==> src/tcce_pkg.sv <==
`timescale 1ns / 1ps
`default_nettype none

package tcce_pkg;

	localparam int CELLS_DEFAULT = 4096;

	// offset width: holds any row * columns + column or walk index, and CELLS itself
	localparam int IW = 15;

	localparam int CHAR_W = 8;

	localparam logic [1:0] OP_PUT   = 2'd0;
	localparam logic [1:0] OP_CLEAR = 2'd1;
	localparam logic [1:0] OP_READ  = 2'd2;

	localparam logic [1:0] REG_COLUMNS = 2'd0;
	localparam logic [1:0] REG_ROWS    = 2'd1;
	localparam logic [1:0] REG_ATTR    = 2'd2;

	localparam logic [7:0] CH_BACKSPACE = 8'd8;
	localparam logic [7:0] CH_NEWLINE   = 8'd10;

	localparam logic [7:0] COLS_RESET = 8'd80;
	localparam logic [7:0] COLS_MAX   = 8'd128;
	localparam logic [5:0] ROWS_RESET = 6'd25;
	localparam logic [5:0] ROWS_MAX   = 6'd32;
	localparam logic [7:0] ATTR_RESET = 8'd3;

	// clamped screen geometry and current attribute
	typedef struct packed {
		logic [7:0] cols;
		logic [5:0] rows;
		logic [7:0] attr;
	} cfg_t;

	// one write to the character and attribute stores, shared address
	typedef struct packed {
		logic              char_we;
		logic              attr_we;
		logic [IW-1:0]     addr;
		logic [CHAR_W-1:0] char_d;
		logic [CHAR_W-1:0] attr_d;
	} mem_wr_t;

endpackage

`default_nettype wire

==> src/tcce_mac.sv <==
`timescale 1ns / 1ps
`default_nettype none

// row * columns + column; also gives rows * columns and index + columns
module tcce_mac (
	input  wire logic [5:0]             row_in,
	input  wire logic [tcce_pkg::IW-1:0] col_in,
	input  wire logic [7:0]             cols,
	output logic      [tcce_pkg::IW-1:0] sum
);

	logic [13:0] prod;

	assign prod = row_in * cols;
	assign sum  = {1'b0, prod} + col_in;

endmodule

`default_nettype wire

==> src/tcce_ctrl.sv <==
`timescale 1ns / 1ps
`default_nettype none

module tcce_ctrl #(
	parameter int CELLS = tcce_pkg::CELLS_DEFAULT
) (
	input  wire logic                    clk,
	input  wire logic                    arst_n,
	input  wire tcce_pkg::cfg_t          cfg,
	input  wire logic                    in_valid,
	output logic                         in_ready,
	input  wire logic [1:0]              in_op,
	input  wire logic [7:0]              in_char,
	input  wire logic [11:0]             in_idx,
	output logic                         out_valid,
	input  wire logic                    out_ready,
	output logic [11:0]                  out_offset,
	output logic                         out_scrolled,
	output logic [7:0]                   out_char,
	output logic [7:0]                   out_attr,
	output tcce_pkg::mem_wr_t            mem_wr,
	output logic [tcce_pkg::IW-1:0]      rd_addr,
	input  wire logic [7:0]              char_rd,
	input  wire logic [7:0]              attr_rd
);

	localparam int IW = tcce_pkg::IW;
	localparam logic [IW-1:0] CELLS_W   = IW'(CELLS);
	localparam logic [IW-1:0] LAST_CELL = IW'(CELLS - 1);

	localparam logic [3:0] ST_INIT    = 4'd0;
	localparam logic [3:0] ST_IDLE    = 4'd1;
	localparam logic [3:0] ST_START   = 4'd2;
	localparam logic [3:0] ST_PUT     = 4'd3;
	localparam logic [3:0] ST_MOVE    = 4'd4;
	localparam logic [3:0] ST_SCROLL  = 4'd5;
	localparam logic [3:0] ST_SCR_END = 4'd6;
	localparam logic [3:0] ST_LAND_A  = 4'd7;
	localparam logic [3:0] ST_LAND_B  = 4'd8;
	localparam logic [3:0] ST_PRINT   = 4'd9;
	localparam logic [3:0] ST_BS_WR   = 4'd10;
	localparam logic [3:0] ST_CLEAR   = 4'd11;
	localparam logic [3:0] ST_READ_A  = 4'd12;
	localparam logic [3:0] ST_READ_B  = 4'd13;
	localparam logic [3:0] ST_DONE    = 4'd14;

	// where a cursor move returns to
	localparam logic [1:0] CONT_DONE = 2'd0;
	localparam logic [1:0] CONT_BS   = 2'd1;
	localparam logic [1:0] CONT_WRAP = 2'd2;

	logic [3:0]    state_q;
	logic [1:0]    op_q;
	logic [7:0]    ch_q;
	logic [11:0]   idx_q;
	logic [7:0]    col_q;
	logic [4:0]    row_q;
	logic [7:0]    mv_col_q;
	logic [5:0]    mv_row_q;
	logic [12:0]   total_q;
	logic [IW-1:0] i_q;
	logic [1:0]    cont_q;
	logic          sc_q;
	logic [7:0]    rc_q;
	logic [7:0]    ra_q;
	logic [IW-1:0] off_q;
	logic          scr_v_s1;
	logic [IW-1:0] scr_dst_s1;
	logic          scr_ok_s1;

	logic [5:0]    mac_row;
	logic [IW-1:0] mac_col;
	logic [IW-1:0] mac_sum;
	logic [IW-1:0] total_w;
	logic [IW-1:0] last_i;
	logic [5:0]    rows_m1;
	logic          mac_in_cells;
	logic          off_in_cells;
	logic          idx_in_cells;

	always_comb begin
		mac_row = '0;
		mac_col = '0;
		unique case (state_q) inside
			ST_START: begin
				mac_row = cfg.rows;
			end
			ST_MOVE: begin
				mac_row = mv_row_q;
				mac_col = IW'(mv_col_q);
			end
			ST_SCROLL: begin
				// source cell one row below
				mac_row = 6'd1;
				mac_col = i_q;
			end
			ST_LAND_A, ST_PRINT, ST_BS_WR, ST_DONE: begin
				mac_row = {1'b0, row_q};
				mac_col = IW'(col_q);
			end
			default: ;
		endcase
	end

	tcce_mac u_mac (
		.row_in (mac_row),
		.col_in (mac_col),
		.cols   (cfg.cols),
		.sum    (mac_sum)
	);

	assign total_w      = IW'(total_q);
	assign last_i       = total_w - IW'(1);
	assign rows_m1      = cfg.rows - 6'd1;
	assign mac_in_cells = mac_sum < CELLS_W;
	assign off_in_cells = off_q < CELLS_W;
	assign idx_in_cells = IW'(idx_q) < CELLS_W;
	assign in_ready     = (state_q == ST_IDLE);

	always_comb begin
		mem_wr  = '0;
		rd_addr = mac_sum;
		// scroll write stage, in the cycle after its read
		if (scr_v_s1) begin
			mem_wr.char_we = scr_dst_s1 < CELLS_W;
			mem_wr.attr_we = scr_dst_s1 < CELLS_W;
			mem_wr.addr    = scr_dst_s1;
			mem_wr.char_d  = scr_ok_s1 ? char_rd : '0;
			mem_wr.attr_d  = scr_ok_s1 ? attr_rd : '0;
		end
		unique case (state_q)
			ST_INIT: begin
				mem_wr.char_we = 1'b1;
				mem_wr.attr_we = 1'b1;
				mem_wr.addr    = i_q;
			end
			ST_CLEAR: begin
				mem_wr.char_we = i_q < CELLS_W;
				mem_wr.attr_we = i_q < CELLS_W;
				mem_wr.addr    = i_q;
				mem_wr.attr_d  = cfg.attr;
			end
			ST_LAND_B: begin
				mem_wr.attr_we = off_in_cells && (char_rd == 8'd0);
				mem_wr.addr    = off_q;
				mem_wr.attr_d  = cfg.attr;
			end
			ST_PRINT: begin
				mem_wr.char_we = mac_in_cells;
				mem_wr.attr_we = mac_in_cells;
				mem_wr.addr    = mac_sum;
				mem_wr.char_d  = ch_q;
				mem_wr.attr_d  = cfg.attr;
			end
			ST_BS_WR: begin
				mem_wr.char_we = mac_in_cells;
				mem_wr.addr    = mac_sum;
			end
			ST_READ_A: begin
				rd_addr = IW'(idx_q);
			end
			default: ;
		endcase
	end

	always_ff @(posedge clk or negedge arst_n) begin
		if (!arst_n) begin
			state_q      <= ST_INIT;
			op_q         <= '0;
			ch_q         <= '0;
			idx_q        <= '0;
			col_q        <= '0;
			row_q        <= '0;
			mv_col_q     <= '0;
			mv_row_q     <= '0;
			total_q      <= '0;
			i_q          <= '0;
			cont_q       <= CONT_DONE;
			sc_q         <= 1'b0;
			rc_q         <= '0;
			ra_q         <= '0;
			off_q        <= '0;
			scr_v_s1     <= 1'b0;
			scr_dst_s1   <= '0;
			scr_ok_s1    <= 1'b0;
			out_valid    <= 1'b0;
			out_offset   <= '0;
			out_scrolled <= 1'b0;
			out_char     <= '0;
			out_attr     <= '0;
		end else begin
			scr_v_s1 <= (state_q == ST_SCROLL);
			// in ST_DONE the result register is reloaded below instead
			if (out_valid && out_ready && state_q != ST_DONE) begin
				out_valid <= 1'b0;
			end
			unique case (state_q)
				ST_INIT: begin
					if (i_q == LAST_CELL) begin
						state_q <= ST_IDLE;
					end else begin
						i_q <= i_q + IW'(1);
					end
				end
				ST_IDLE: begin
					if (in_valid) begin
						op_q    <= in_op;
						ch_q    <= in_char;
						idx_q   <= in_idx;
						state_q <= ST_START;
					end
				end
				ST_START: begin
					total_q <= mac_sum[12:0];
					sc_q    <= 1'b0;
					rc_q    <= '0;
					ra_q    <= '0;
					i_q     <= '0;
					unique case (op_q)
						tcce_pkg::OP_PUT:   state_q <= ST_PUT;
						tcce_pkg::OP_CLEAR: state_q <= ST_CLEAR;
						tcce_pkg::OP_READ:  state_q <= ST_READ_A;
						default:            state_q <= ST_DONE;
					endcase
				end
				ST_PUT: begin
					if (ch_q == tcce_pkg::CH_BACKSPACE) begin
						cont_q  <= CONT_BS;
						state_q <= ST_MOVE;
						if (col_q != 8'd0) begin
							mv_col_q <= col_q - 8'd1;
							mv_row_q <= {1'b0, row_q};
						end else if (row_q != 5'd0) begin
							// wrap back to the end of the previous row
							mv_col_q <= cfg.cols - 8'd1;
							mv_row_q <= {1'b0, row_q} - 6'd1;
						end else begin
							mv_col_q <= '0;
							mv_row_q <= '0;
						end
					end else if (col_q >= cfg.cols || ch_q == tcce_pkg::CH_NEWLINE) begin
						mv_col_q <= '0;
						mv_row_q <= {1'b0, row_q} + 6'd1;
						cont_q   <= CONT_WRAP;
						state_q  <= ST_MOVE;
					end else begin
						state_q <= ST_PRINT;
					end
				end
				ST_MOVE: begin
					if (mac_sum >= total_w) begin
						sc_q    <= 1'b1;
						i_q     <= '0;
						state_q <= ST_SCROLL;
					end else begin
						col_q   <= mv_col_q;
						row_q   <= mv_row_q[4:0];
						state_q <= ST_LAND_A;
					end
				end
				ST_SCROLL: begin
					// cells with no source below get blanked
					scr_dst_s1 <= i_q;
					scr_ok_s1  <= (mac_sum < total_w) && mac_in_cells;
					if (i_q == last_i) begin
						state_q <= ST_SCR_END;
					end else begin
						i_q <= i_q + IW'(1);
					end
				end
				ST_SCR_END: begin
					col_q   <= '0;
					row_q   <= rows_m1[4:0];
					state_q <= ST_LAND_A;
				end
				ST_LAND_A: begin
					off_q   <= mac_sum;
					state_q <= ST_LAND_B;
				end
				ST_LAND_B: begin
					unique case (cont_q)
						CONT_BS:   state_q <= ST_BS_WR;
						CONT_WRAP: begin
							state_q <= (ch_q == tcce_pkg::CH_NEWLINE) ? ST_DONE : ST_PRINT;
						end
						default:   state_q <= ST_DONE;
					endcase
				end
				ST_PRINT: begin
					mv_col_q <= col_q + 8'd1;
					mv_row_q <= {1'b0, row_q};
					cont_q   <= CONT_DONE;
					state_q  <= ST_MOVE;
				end
				ST_BS_WR: begin
					state_q <= ST_DONE;
				end
				ST_CLEAR: begin
					if (i_q == last_i) begin
						mv_col_q <= '0;
						mv_row_q <= '0;
						cont_q   <= CONT_DONE;
						state_q  <= ST_MOVE;
					end else begin
						i_q <= i_q + IW'(1);
					end
				end
				ST_READ_A: begin
					state_q <= ST_READ_B;
				end
				ST_READ_B: begin
					rc_q    <= idx_in_cells ? char_rd : 8'd0;
					ra_q    <= idx_in_cells ? attr_rd : 8'd0;
					state_q <= ST_DONE;
				end
				ST_DONE: begin
					if (!out_valid || out_ready) begin
						out_valid    <= 1'b1;
						out_offset   <= mac_sum[11:0];
						out_scrolled <= sc_q;
						out_char     <= rc_q;
						out_attr     <= ra_q;
						state_q      <= ST_IDLE;
					end
				end
				default: begin
					state_q <= ST_IDLE;
				end
			endcase
		end
	end

endmodule

`default_nettype wire

==> config.mk <==
export PLATFORM = sky130hd
export DESIGN_NAME = tcce_ctrl
export DESIGN_NICKNAME = d
export VERILOG_FILES = /design/src/tcce_pkg.sv /design/src/tcce_mac.sv /design/src/tcce_ctrl.sv
export SDC_FILE = /design/constraint.sdc
export NUM_CORES = 1
export LEC_CHECK = 0
export BUFFER_PORTS_ARGS = -buffer_cell sky130_fd_sc_hd__buf_2
export CAP_MARGIN = 20
export CORE_MARGIN = 3
export CORE_UTILIZATION = 30
export CTS_CLUSTER_DIAMETER = 100
export DETAILED_ROUTE_END_ITERATION = 6
export SLEW_MARGIN = 30
export SYNTH_ARGS = -nofsm -noshare
export SYNTH_HDL_FRONTEND = slang
export SYNTH_HIERARCHICAL = 1
export SYNTH_SLANG_ARGS = --single-unit
==> constraint.sdc <==
create_clock -name clk -period 6.85 [get_ports clk]
set_input_delay 0.3425 -clock clk [delete_from_list [all_inputs] [get_ports clk]]
set_output_delay 0.3425 -clock clk [all_outputs]
set_load 0.02 [all_outputs]
==> impl_metrics.json <==
{
  "final_layout_size_suffix_gt1_share_pct": 30.4,
  "cts_tree": "yes",
  "crit_path_top_delay_cell": "fa_1",
  "slowest_delay_ns": 0.54,
  "dieWidth_um": 205,
  "finalCritPeriodShare_pct": 101,
  "whs_ns": -0.00409,
  "start_util_pct": 30.6,
  "worstRegToRegCells": 30,
  "cts_buffers": 17,
  "area_growth_pct": 25.0,
  "synth_area_um2": 11900,
  "gp_congestion": 0.885,
  "fin_crit_ns": 6.95,
  "cts_root_buf": "clkbuf_16",
  "start_kind": "register",
  "synth.ff_latch_count": 162,
  "clock_sinks": 162,
  "syn_nets": 1423,
  "async_reset_ff_share_pct": 100,
  "vias_per_cell": 5.28,
  "drt_iter0_drc": 930,
  "finalSetupViolations": 4,
  "r2r_setup_slack_ns": -0.06,
  "cp.arrival_ns": 6.60,
  "utilization_pct": 38.2,
  "die_y_um": 205,
  "fin_cells": 1997,
  "slew_violations": 0,
  "max_freq_mhz": 144,
  "grt_pass1_vias": 10600,
  "worst_pin_slew_ns": 0.898,
  "grt_max_degree": 94,
  "syn_inst": 1262,
  "yosysUniqueCellTypes": 78,
  "slew_headroom_pct": 40.1,
  "synth_edf_count": 0,
  "syn_avg_cell_area_um2": 9.40,
  "leakagePower_uw": 0.00720,
  "violations": "negative hold slack, negative setup slack",
  "diodes": 0,
  "crit_type": "reg -> out",
  "rows": 72,
  "num_io_pins": 143,
  "htree_levels": 4,
  "dpl.hpwl_mm": 28.6,
  "first_pass_iters": 6,
  "clockBufferDepth": 2,
  "r2r_start": "state_q[2]",
  "antenna_found_initial": 2,
  "grt_pass1_wl_mm": 59.5,
  "drc": 0,
  "pre_cts_ws_ns": -0.361,
  "required_ns": 6.51,
  "grt-ovfl-total": 0,
  "rsz0062_at_grt": "yes",
  "clock_latency_ns": 0.44,
  "die-area_um2": 42000,
  "hold_viol": 4,
  "finalWorstSetupSlack_ns": -0.0954,
  "final_antenna_net_count": 0,
  "ir_worst_vdd_uv": 505,
  "holdBufCountCts": 0,
  "yosysSeqAreaShare_pct": 34.2,
  "clk_pin_slew_ns": 0.07,
  "yosys_warnings": 6,
  "status": "finished, violations left",
  "worstPathMaxFanout": 5,
  "fin_nets": 1627,
  "wl_per_cell_um": 19.3,
  "via_count": 10500,
  "cap_violations": 0,
  "port_buffers": 142,
  "coreArea_um2": 38800,
  "dominantRegCellSynth": "dfrtp_1",
  "p_per_area_nw_per_um2": 543,
  "skew_ns": 0.0169,
  "post-place-cells": 1935,
  "hold_class": "in -> async",
  "cp-end-kind": "output pin",
  "timing.rr.end": "state_q[1]",
  "grt_usage_pct": 18.0,
  "routed_wl_mm": 38.5
}
-- critical path: cells and delay by family, from the launching register on --
family,cells,cell delay [ns]
buf+inv,8,1.01
xor+xnor,1,0.19
flops,1,0.41
fa+ha+maj,5,2.13
compound gates,8,1.50
simple gates,7,0.93
-- Yosys cell counts, types with 34 or more instances --
cell type / instances / area (µm²)
and2_1: 43 / 269
inv_1: 137 / 514
nor2_1: 39 / 146
a21oi_1: 34 / 170
nand3_1: 49 / 245
ha_1: 61 / 763
fa_1: 36 / 721
dfrtp_1: 162 / 4050
o21ai_0: 61 / 305
nand2_1: 129 / 484
clkbuf_1: 56 / 210
mux2_2: 82 / 923
-- logic make-up (layout without fill, tap and decap cells) --
kind of cell	count (synthesis)	after routing	synth area share [%]
buffers and inverters	209	424	6.88
XOR/XNOR	43	43	3.17
flip-flops	162	162	34.2
adder cells (fa/ha/maj)	97	97	12.5
multiplexers	99	99	9.39
AND/OR/NAND/NOR	368	370	15.6
AO/OA/AOI/OAI	284	284	18.3
-- where the power goes --
group | internal, µW | switching, µW
clock network | 526 | 462
registers | 1310 | 347
logic | 2310 | 3090
total | 4150 | 3900
-- flip-flops by register name (all words and copies together) (netlist names), 12 cells and up --
name,cells
idx_q,12
off_q,15
scr_dst_s1,15
total_q,13
i_q,15
out_offset,12
-- cell type report --
cell class              count  area (µm²)
multi-input cells         893        7360
clock inverters            15         176
well taps                 518         648
flip-flops and latches    162        4060
repair buffers            255        1650
clock buffers              17         425
inverters                 137         517
fillers                  3882       24000
-- worst max-delay path by stage --
stage	start	slack [ns]	to
final	state_q[2]	-0.1	mem_wr[31]
after global routing	state_q[2]	-0.39	mem_wr[31]
after CTS	state_q[2]	-0.05	mem_wr[31]
after detailed placement	state_q[2]	-0.36	row_q[1]
after global placement	state_q[2]	-0.28	row_q[1]
after floorplan	state_q[2]	0.008	state_q[1]
-- routing by layer --
| metal | GRT usage, % | vias to the layer above | wire length [µm] |
|---|---|---|---|
| met5 | 0 | - | 13 |
| met4 | 5.05 | 2 | 810 |
| met3 | 2.92 | 57 | 2170 |
| met2 | 28.3 | 364 | 17400 |
| met1 | 25.8 | 5227 | 18100 |
| li1 | - | 4887 | - |
-- cells in the final DEF (no fill, tap or decap), types with 11 or more instances in the layout --
cell       Yosys  final
a211oi_1      17     16
and2_1        43     37
inv_1        137    133
xnor2_1       33     30
mux2_2        82     82
buf_2          5    136
nand2_1      129    126
a221o_1       18     18
o21ai_0       61     53
buf_4          1    100
a222oi_1      12     12
a22o_1        33     33
a21o_1        15     15
mux2i_1       12     12
dfrtp_1      162    161
fa_1          36     35
ha_1          61     55
o21a_1        11     11
nor2_1        39     36
nand3_1       49     47
a21oi_1       34     28
nor3_1        27     22
buf_6          3     18
and3_1        13     13
clkbuf_16      0     17
-- stage by stage --
step                      cell area [µm²]  hold WS (ns)  power (µW)  setup TNS, ns
after global routing                14800        0.0619        8630          -7.84
after global placement              13600         0.458        6440          -5.29
after detailed placement            13600         0.463        6500          -7.50
final                               14800      -0.00409        8050         -0.202
after CTS                           14500        0.0330        7720        -0.0690
after floorplan                     11900        0.0469        4650              0
-- timing repair --
item                                    in CTS  in global routing
cloned                                       0                  2
resized for setup                           42                 46
buffers inserted                            15                 16
hold endpoints to repair                     0                  0
pin swaps                                   27                 24
endpoints found under the setup margin      39                 39
Note: power is estimated with default switching activity, not from simulation.
